[config.mk]
export PLATFORM = sky130hd
export DESIGN_NAME = bounding_box_overlay
export DESIGN_NICKNAME = d
export VERILOG_FILES = /design/src/bbo_pkg.sv /design/src/bounding_box_overlay.sv
export SDC_FILE = /design/constraint.sdc
export NUM_CORES = 2
export LEC_CHECK = 0
export BUFFER_PORTS_ARGS = -buffer_cell sky130_fd_sc_hd__clkbuf_2
export CAP_MARGIN = 10
export CORE_ASPECT_RATIO = 1.2
export CORE_MARGIN = 1.5
export CORE_UTILIZATION = 41
export DETAILED_ROUTE_END_ITERATION = 6
export MAX_ROUTING_LAYER = met4
export PLACE_DENSITY = 0.57
export SLEW_MARGIN = 20
export SYNTH_ARGS = -nofsm -noshare
export SYNTH_HDL_FRONTEND = slang
export SYNTH_SLANG_ARGS = --single-unit
export TNS_END_PERCENT = 10
[constraint.sdc]
create_clock -name clock -period 24.7 [get_ports clock]
set_input_delay 2.47 -clock clock [delete_from_list [all_inputs] [get_ports clock]]
set_output_delay 2.47 -clock clock [all_outputs]
set_load 0.05 [all_outputs]
[src/bbo_pkg.sv]
`timescale 1ns / 1ps
`default_nettype none

package bbo_pkg;

   localparam int MAX_BOXES_DEFAULT = 16;

   localparam logic [1:0] CMD_PIXEL = 2'd0;
   localparam logic [1:0] CMD_ADD   = 2'd1;
   localparam logic [1:0] CMD_CLEAR = 2'd2;

   localparam logic CSR_FRAME_WIDTH  = 1'b0;
   localparam logic CSR_FRAME_HEIGHT = 1'b1;

   localparam logic [12:0] FRAME_WIDTH_RESET  = 13'd640;
   localparam logic [12:0] FRAME_HEIGHT_RESET = 13'd480;

   localparam logic signed [15:0] LINE_THICKNESS = 16'sd2;

   typedef struct packed {
      logic signed [13:0] left;
      logic signed [13:0] top;
      logic signed [13:0] right;
      logic signed [13:0] bottom;
      logic [2:0]         color;
   } box_type;

   function automatic logic signed [15:0] sx14(input logic [13:0] v);
      return signed'({{2{v[13]}}, v});
   endfunction

   // class mod 6 via reciprocal multiply; exact for all 8-bit inputs
   function automatic logic [2:0] color_index(input logic [7:0] c);
      logic [15:0] prod;
      logic [5:0]  q;
      logic [7:0]  rem;
      prod = 16'(c) * 16'd171;
      q    = prod[15:10];
      rem  = c - 8'({2'b00, q} * 8'd6);
      return rem[2:0];
   endfunction

   // packed as {red, green, blue}
   function automatic logic [23:0] palette(input logic [2:0] idx);
      logic [23:0] rgb;
      case (idx)
         3'd0: rgb = {8'd0,   8'd255, 8'd0};
         3'd1: rgb = {8'd255, 8'd0,   8'd0};
         3'd2: rgb = {8'd0,   8'd0,   8'd255};
         3'd3: rgb = {8'd255, 8'd255, 8'd0};
         3'd4: rgb = {8'd255, 8'd0,   8'd255};
         3'd5: rgb = {8'd0,   8'd255, 8'd255};
         default: rgb = 24'd0;
      endcase
      return rgb;
   endfunction

   function automatic logic on_outline(input logic signed [15:0] x,
                                       input logic signed [15:0] y,
                                       input box_type b);
      logic signed [15:0] l, t, r, bt;
      logic in_cols, in_rows, row_hit, col_hit;
      l  = sx14(b.left);
      t  = sx14(b.top);
      r  = sx14(b.right);
      bt = sx14(b.bottom);
      in_cols = (x >= l) && (x <= r);
      in_rows = (y >= t) && (y <= bt);
      row_hit = ((y >= t) && (y < t + LINE_THICKNESS)) ||
                ((y <= bt) && (y > bt - LINE_THICKNESS));
      col_hit = ((x >= l) && (x < l + LINE_THICKNESS)) ||
                ((x <= r) && (x > r - LINE_THICKNESS));
      return (row_hit && in_cols) || (col_hit && in_rows);
   endfunction

endpackage

`default_nettype wire

[src/bounding_box_overlay.sv]
`timescale 1ns / 1ps
`default_nettype none
// Path: a req transaction passes the input register, then the result register, to rsp_tvalid.
// Throughput: one transaction per clock unless stalled; all box lanes compare in parallel.
// Backpressure: a stalled result holds; the input register still fills behind it.
// Reset (synchronous, active high): empties the box table count, sets frame to 640x480,
// drops any transaction in flight. Box entries are not cleared; unused ones are never read.
module bounding_box_overlay #(
   parameter int MAX_BOXES = bbo_pkg::MAX_BOXES_DEFAULT
) (
   input  wire logic         clock,
   input  wire logic         reset,
   // req_tdata, lowest bit up: pixel_x[11:0], pixel_y[23:12], in_blue[31:24],
   // in_green[39:32], in_red[47:40], box_left[61:48], box_top[75:62],
   // box_right[89:76], box_bottom[103:90], box_class[111:104]
   input  wire logic [111:0] req_tdata,
   // req_tuser: command[1:0]
   input  wire logic [1:0]   req_tuser,
   input  wire logic         req_tvalid,
   output logic              req_tready,
   // rsp_tdata, lowest bit up: out_blue[7:0], out_green[15:8], out_red[23:16]
   output logic [23:0]       rsp_tdata,
   // rsp_tuser, lowest bit up: on_box[0], status[1]
   output logic [1:0]        rsp_tuser,
   output logic              rsp_tvalid,
   input  wire logic         rsp_tready,
   input  wire logic         csr_we,
   input  wire logic         csr_index,
   input  wire logic [12:0]  csr_wdata
);

   localparam int CNT_W = $clog2(MAX_BOXES + 1);

   // configuration registers
   logic [12:0] width_ff, height_ff;

   // input register
   logic         s1_valid_ff, s1_valid_in;
   logic [111:0] s1_data_ff;
   logic [1:0]   s1_cmd_ff;

   // result register
   logic        out_valid_ff, out_valid_in;
   logic [23:0] out_data_ff, out_data_in;
   logic [1:0]  out_user_ff, out_user_in;

   // box table: one lane per entry, count marks the live ones
   logic [CNT_W-1:0]  count_ff, count_in;
   bbo_pkg::box_type  table_ff [MAX_BOXES];
   bbo_pkg::box_type  new_box;
   logic [MAX_BOXES-1:0] lane_hit;

   logic advance;
   logic table_full;
   logic table_we;

   // fields of the held transaction
   logic [11:0] px, py;
   logic [23:0] pix_rgb;
   logic [13:0] b_left, b_top, b_right, b_bottom;
   logic [7:0]  b_class;
   logic signed [15:0] x_s, y_s, wmax, hmax;
   logic in_frame;
   logic any_hit;
   logic [2:0] hit_color;

   assign px       = s1_data_ff[11:0];
   assign py       = s1_data_ff[23:12];
   assign pix_rgb  = s1_data_ff[47:24];
   assign b_left   = s1_data_ff[61:48];
   assign b_top    = s1_data_ff[75:62];
   assign b_right  = s1_data_ff[89:76];
   assign b_bottom = s1_data_ff[103:90];
   assign b_class  = s1_data_ff[111:104];

   // Advance the held transaction whenever the result slot is free or being drained.
   assign advance    = s1_valid_ff && (!out_valid_ff || rsp_tready);
   assign req_tready = !s1_valid_ff || advance;

   always_comb begin
      s1_valid_in = s1_valid_ff;
      if (req_tvalid && req_tready) begin
         s1_valid_in = 1'b1;
      end else if (advance) begin
         s1_valid_in = 1'b0;
      end
   end

   always_ff @(posedge clock) begin
      if (reset) begin
         s1_valid_ff <= 1'b0;
      end else begin
         s1_valid_ff <= s1_valid_in;
      end
      if (req_tvalid && req_tready) begin
         s1_data_ff <= req_tdata;
         s1_cmd_ff  <= req_tuser;
      end
   end

   // Configuration writes: take the register at the index, ignore anything else.
   always_ff @(posedge clock) begin
      if (reset) begin
         width_ff  <= bbo_pkg::FRAME_WIDTH_RESET;
         height_ff <= bbo_pkg::FRAME_HEIGHT_RESET;
      end else if (csr_we) begin
         unique case (csr_index)
            bbo_pkg::CSR_FRAME_WIDTH:  width_ff  <= csr_wdata;
            bbo_pkg::CSR_FRAME_HEIGHT: height_ff <= csr_wdata;
            default: ;
         endcase
      end
   end

   // Clamp the new box to the frame: left/top at least 0, right/bottom at most size-1.
   assign wmax = signed'({3'b000, width_ff}) - 16'sd1;
   assign hmax = signed'({3'b000, height_ff}) - 16'sd1;

   always_comb begin
      new_box.left   = b_left[13] ? 14'sd0 : b_left;
      new_box.top    = b_top[13]  ? 14'sd0 : b_top;
      new_box.right  = (bbo_pkg::sx14(b_right) > wmax)  ? wmax[13:0] : b_right;
      new_box.bottom = (bbo_pkg::sx14(b_bottom) > hmax) ? hmax[13:0] : b_bottom;
      new_box.color  = bbo_pkg::color_index(b_class);
   end

   assign table_full = (count_ff >= CNT_W'(MAX_BOXES));
   assign table_we   = advance && (s1_cmd_ff == bbo_pkg::CMD_ADD) && !table_full;

   always_comb begin
      count_in = count_ff;
      if (advance && (s1_cmd_ff == bbo_pkg::CMD_CLEAR)) begin
         count_in = '0;
      end else if (table_we) begin
         count_in = count_ff + CNT_W'(1);
      end
   end

   always_ff @(posedge clock) begin
      if (reset) begin
         count_ff <= '0;
      end else begin
         count_ff <= count_in;
      end
   end

   assign x_s = signed'({4'b0000, px});
   assign y_s = signed'({4'b0000, py});

   // One lane per entry: store on its turn, compare against the current pixel.
   for (genvar i = 0; i < MAX_BOXES; i++) begin : g_lane
      always_ff @(posedge clock) begin
         if (table_we && (count_ff == CNT_W'(i))) begin
            table_ff[i] <= new_box;
         end
      end
      assign lane_hit[i] = (count_ff > CNT_W'(i)) &&
                           bbo_pkg::on_outline(x_s, y_s, table_ff[i]);
   end

   // Newest box wins: later lanes override earlier ones.
   always_comb begin
      hit_color = 3'd0;
      for (int i = 0; i < MAX_BOXES; i++) begin
         if (lane_hit[i]) begin
            hit_color = table_ff[i].color;
         end
      end
   end

   assign any_hit  = |lane_hit;
   assign in_frame = ({1'b0, px} < width_ff) && ({1'b0, py} < height_ff);

   always_comb begin
      out_data_in = 24'd0;
      out_user_in = 2'b00;
      case (s1_cmd_ff)
         bbo_pkg::CMD_PIXEL: begin
            if (in_frame && any_hit) begin
               out_data_in = bbo_pkg::palette(hit_color);
               out_user_in = 2'b01;
            end else begin
               out_data_in = pix_rgb;
            end
         end
         bbo_pkg::CMD_ADD: begin
            out_user_in = {table_full, 1'b0};
         end
         default: ;
      endcase
   end

   always_comb begin
      out_valid_in = out_valid_ff;
      if (advance) begin
         out_valid_in = 1'b1;
      end else if (rsp_tready) begin
         out_valid_in = 1'b0;
      end
   end

   always_ff @(posedge clock) begin
      if (reset) begin
         out_valid_ff <= 1'b0;
      end else begin
         out_valid_ff <= out_valid_in;
      end
      if (advance) begin
         out_data_ff <= out_data_in;
         out_user_ff <= out_user_in;
      end
   end

   assign rsp_tvalid = out_valid_ff;
   assign rsp_tdata  = out_data_ff;
   assign rsp_tuser  = out_user_ff;

endmodule

`default_nettype wire

# After elaboration in Yosys (flattened, before gate mapping)
# Memory sizes are Yosys's and may differ from the RTL's.
# Cells that the tools add are included.
dict set report word_totals {
  rom_bits 0
  inputBits 133
  mem_count 1
  mem_bits_rw 912
  word_cells 601
  reg_bits 173
  out_inout_bits 28
  latch_bits 0
}
# name depth width rd rd_clocked_by_memory_dff wr line
set mem_list {}
lappend mem_list {table_ff 16 57 16 0 1 bounding_box_overlay.sv:49} ;# bbo_pkg::box_type table_ff [MAX_BOXES];
dict set report classes {
  order_cmp 149
  n_bitwise 1
  n_reduce_logical 244
  add_sub_neg 68
  mux 105
  div_mod_pow 0
  eq_ne 22
  multipliers 2
  shift 0
}
# op count
set ops {}
lappend ops {{$mux W57} 15}
lappend ops {{$reduce_or A57 Y1} 15}
lappend ops {{$add A14 B3 Y15 const B} 32}
lappend ops {{$gt A13 B15 Y1} 32}
lappend ops {{$lt A13 B15 Y1} 32}
lappend ops {{$sub A14 B3 Y15 const B} 32}
lappend ops {{$ge A13 B14 Y1} 32}
lappend ops {{$le A13 B14 Y1} 32}
lappend ops {{$logic_and A1 B1 Y1} 167}
lappend ops {{$pmux W24 S6} 1}
lappend ops {{$mux W4} 15}
lappend ops {{$mux W1} 52}
lappend ops {{$logic_or A1 B1 Y1} 50}
lappend ops {{$mux W3} 16}
lappend ops {{$eq A5 B4 Y1 const B} 8}
lappend ops {{$gt A5 B4 Y1 const B} 8}
lappend ops {{$gt A14 B14 Y1} 2}
lappend ops {{$mux W14} 2}
lappend ops {{$sub A13 B1 Y14 const B} 2}
lappend ops {{$lt A12 B13 Y1} 2}
lappend ops {{$mux W13} 2}
lappend ops {{$mux W24} 1}
lappend ops {{$eq A5 B3 Y1 const B} 4}
lappend ops {{$gt A5 B3 Y1 const B} 4}
lappend ops {{other kinds (24)} 33}

# Logic depth before layout (Yosys ltp)
# An unclocked memory read counts as a cell.
dict set report logic_depth {
  word_depth 27
  ltp_mapped 20
}

# Worst setup path before layout
# OpenSTA, ideal clock, no wires.
dict set report synth_path {
  kind {input port to flip-flop}
  startpoint {input port rsp_tready}
  endpoint {memory table_ff[3][0] (netlist bit), enable pin}
  arrival_time_ps 8902
  setup_slack_ps 15185
  path_buffers 0
  path_stages 5
  cell_sequence {nor2b_1 nand2b_1 nor3_1 nand2_1 nor4_1}
}
dict set report synth_between {
  elab_chain_cells 23
  elab_cells_between_ends 97
  cone_classes {mux: 62; reduce/logical: 35}
}
# item line
set synth_rtl {}
lappend synth_rtl {{start, declared} bounding_box_overlay.sv:26} ;# input wire logic rsp_tready,
lappend synth_rtl {{$logic_or A1 B1 Y1 *} bounding_box_overlay.sv:77} ;# assign advance = s1_valid_ff && (!out_valid_ff || rsp_tready);
lappend synth_rtl {{$logic_and A1 B1 Y1 *} bounding_box_overlay.sv:77}
lappend synth_rtl {{$logic_and A1 B1 Y1 * (2 in series)} bounding_box_overlay.sv:128} ;# assign table_we = advance && (s1_cmd_ff == bbo_pkg::CMD_ADD) && !table_full;
lappend synth_rtl {{$logic_and A1 B1 Y1} bounding_box_overlay.sv:153} ;# if (table_we && (count_ff == CNT_W'(i))) begin
lappend synth_rtl {{$mux W1} bounding_box_overlay.sv:153}
lappend synth_rtl {{$mux W1 (not written as such)} bounding_box_overlay.sv:154} ;# table_ff[i] <= new_box;
lappend synth_rtl {{$reduce_or A57 Y1 (no line)} --}
lappend synth_rtl {{$mux W4 (no line) / $mux W1 (equally long branches) (15 in series)} --}
lappend synth_rtl {{end, declared} bounding_box_overlay.sv:49}
# Mark *: on every way between the ends. The rest lies on a longest branch, timed or not.

==> metrics.txt <==
Die H=498.4 µm; crit path capture type=flip-flop; asr flop ratio synth=0%; Cells after Synth=8075; Crit path largest cell delay=0.93 ns; Syn. warnings=0; CTS tree=yes; total number of vias=65.29k; GRT Overall Usage=25.76%; cts-stage hold buffer count=0; largest net degree at the start of global routing=66; layout cells sized above 1=7.218%; Seq/Total Area, Yosys=38.47%; global-route wire length before repair=393700 µm; CTS resizes=0; Port-buffer cells=160; WL final=262800 µm; Worst Hold Class=flip-flop to flip-flop; CORE AREA=202900 µm²; I/O pins=161; first-pass iteration count of the detailed router=7; EDFF count, synth=1052; clk sinks=1085; Num CTS Buffers=133; Worst EP required=25.36 ns; cell with the most instances after synthesis=ha_1; number of global-route vias before repair=65.57k; final period utilization=28.77%; cell taking the most area after synthesis=edfxtp_1; DRT antenna net count=0; Synth Flop Type=edfxtp_1; gpl congestion=0.9273; CTS root buffer=clkbuf_16; final hold vios=0; GR Overflow Total=0; Slew @ Worst Pin=1.201 ns; Critical Path Slowest Stage Cell=o211ai_1; Row Count=181; hold_ws=0.4760 ns; vias per inst=5.819; RR Startpoint=table_ff[1][21]$_DFFE_PP_; largest cells by area after synthesis=edfxtp_1 (38%), ha_1 (24%), xnor2_1 (6.1%); Tot Pwr=4.737 mW; mapped cell area=83840 µm²; Initial Util=41.32%; Hold Path Origin=height_ff[11]$_SDFFE_PP0P_; RSZ-0062 raised after global routing=no; fmax=140.7 MHz; Avg WL per Cell=23.42 µm; Die Width=415.8 µm; worst-skew pair later-pin latency=0.82 ns; clk slew on worst S/H paths=0.06 ns; Avg Synthesized Cell Area=10.38 µm²; Worst Path Arrival=7.77 ns; leakage=38.72 nW; fin crit period=7.105 ns; Netlist cell types=96; DR iter-0 viols=4960; initial antenna violation count=11; H-tree Lvls=4; CTS max path bufs=3; cell breakdown of the critical path=or3_1 -> or4_4 -> nor4_1 -> xnor2_1 -> ha_1 -> and4_1 -> a221oi_1 -> a21oi_1 -> o211ai_1 -> a2111oi_2 -> nor4_1 -> nand3_1 -> nor4_1 -> a21oi_2 -> nor2_1 -> a22oi_1 -> o21ai_1; Final nets=10.22k; Fin Setup TNS=0 ns; Setup CP Type=flip-flop to flip-flop; status=finished clean; MaxCap Viol Count=0; PwrDens=50.51 nW/µm²; Slew Limit Fails=0; Crit path top cell by count=nor4_1; Post-CTS Setup Inserts=0; Final setup viols=0; Critical Path Start Type=flip-flop; die area=207200 µm²; Area growth syn-to-layout=11.87%; DRC errors left=0; worst-case vdd ir drop=76.43 µV; Crit. Startpoint=table_ff[1][21]$_DFFE_PP_; Worst Skew=0.03738 ns; Synth top cells by count=ha_1 (1619), edfxtp_1 (1052), inv_1 (913); area fraction of the dominant cell type after synthesis=37.68%; register bit total from synthesis=1085; CP max FO=25; post-DP HPWL=183400 µm; Slew headroom=19.93%; Synthesized Nets=9838
## cells by family after synthesis
group / count (synthesis) / share of synthesized area (%)
muxes: 15 / 0.1806
buffers and inverters: 936 / 4.191
AOI/OAI and AO/OA: 1642 / 13.01
xor gates and xnor gates: 589 / 6.176
and+or+nand+nor: 2178 / 13.55
adders and majority gates: 1630 / 24.42
DFF: 1085 / 38.47
## metal layers
layer | up-vias | part of all wire, % | global-route usage [%]
li1 | 31190 | - | -
met5 | - | 0 | -
met4 | 0 | 4.4 | 10.66
met2 | 1808 | 49 | 44.02
met1 | 31780 | 41 | 30.59
met3 | 518 | 5.2 | 3.167
## path summary, 6_finish.rpt
| path | end | depth (start not counted) | slack (ns) |
|---|---|---|---|
| max reg2reg | rsp_tdata[13]$_SDFFCE_PN0P_ | 17 | 17.59 |
| min reg2reg | height_ff[11]$_SDFFE_PP0P_ | 2 | 0.48 |
| max | rsp_tdata[13]$_SDFFCE_PN0P_ | 17 | 17.59 |
| min | height_ff[11]$_SDFFE_PP0P_ | 2 | 0.48 |
## critical path: cells and delay by family, from the launching register on
kind / cells / cell delay [ns]
fa+ha+maj: 1 / 0.26
simple gates: 8 / 3.63
xor+xnor: 1 / 0.18
compound gates: 7 / 2.45
flops: 1 / 0.41
## layout by cell type (no fill, tap or decap), types with 189 or more instances in the layout
master       n
nor3_1     255
ha_1      1619
a21oi_1    406
inv_1      910
nand2_1    373
nand3_1    330
o21ai_0    292
nand4_1    189
nor2_1     408
edfxtp_1  1052
xnor2_1    584
## report_power, final
| group | internal, mW | leakage, nW | switching (mW) |
|---|---|---|---|
| sequential | 2.09 | 9.88 | 0.0187 |
| combinational | 0.203 | 26.7 | 0.441 |
| clock | 1.15 | 2.14 | 0.837 |
## state kept, by name, summed over array words and instances, names as in the netlist
| register | flops |
|---|---|
| rsp_tuser | 2 |
| rsp_tvalid | 1 |
| rsp_tdata | 24 |
| height_ff | 13 |
| s1_valid_ff | 1 |
| width_ff | 13 |
| count_ff | 5 |
| s1_data_ff | 112 |
| s1_cmd_ff | 2 |
| table_ff | 912 |
## layout make-up
type,count,area (µm²)
fill,18790,109100
multi-input combinational,6054,48600
sequential,1085,32250
clock buffer,158,3517
inverter,913,3427
tap,2653,3319
timing repair buffer,267,1792
clock inverter,85,874.6
antenna,4,10.01
## metrics by stage
stage | cells | area, µm² | utilization (%) | setup slack [ns]
finish | 11220 | 93790 | 46.22 | 17.59
global route | 11220 | 93790 | 46.22 | 17.43
CTS | 11210 | 93730 | 46.19 | 17.70
detailed placement | 10970 | 89340 | 44.03 | 17.73
global placement | 10970 | 89290 | 44.00 | 17.54
floorplan | 8075 | 83840 | - | 15.19
No activity file was read; power rests on OpenSTA's default activity.
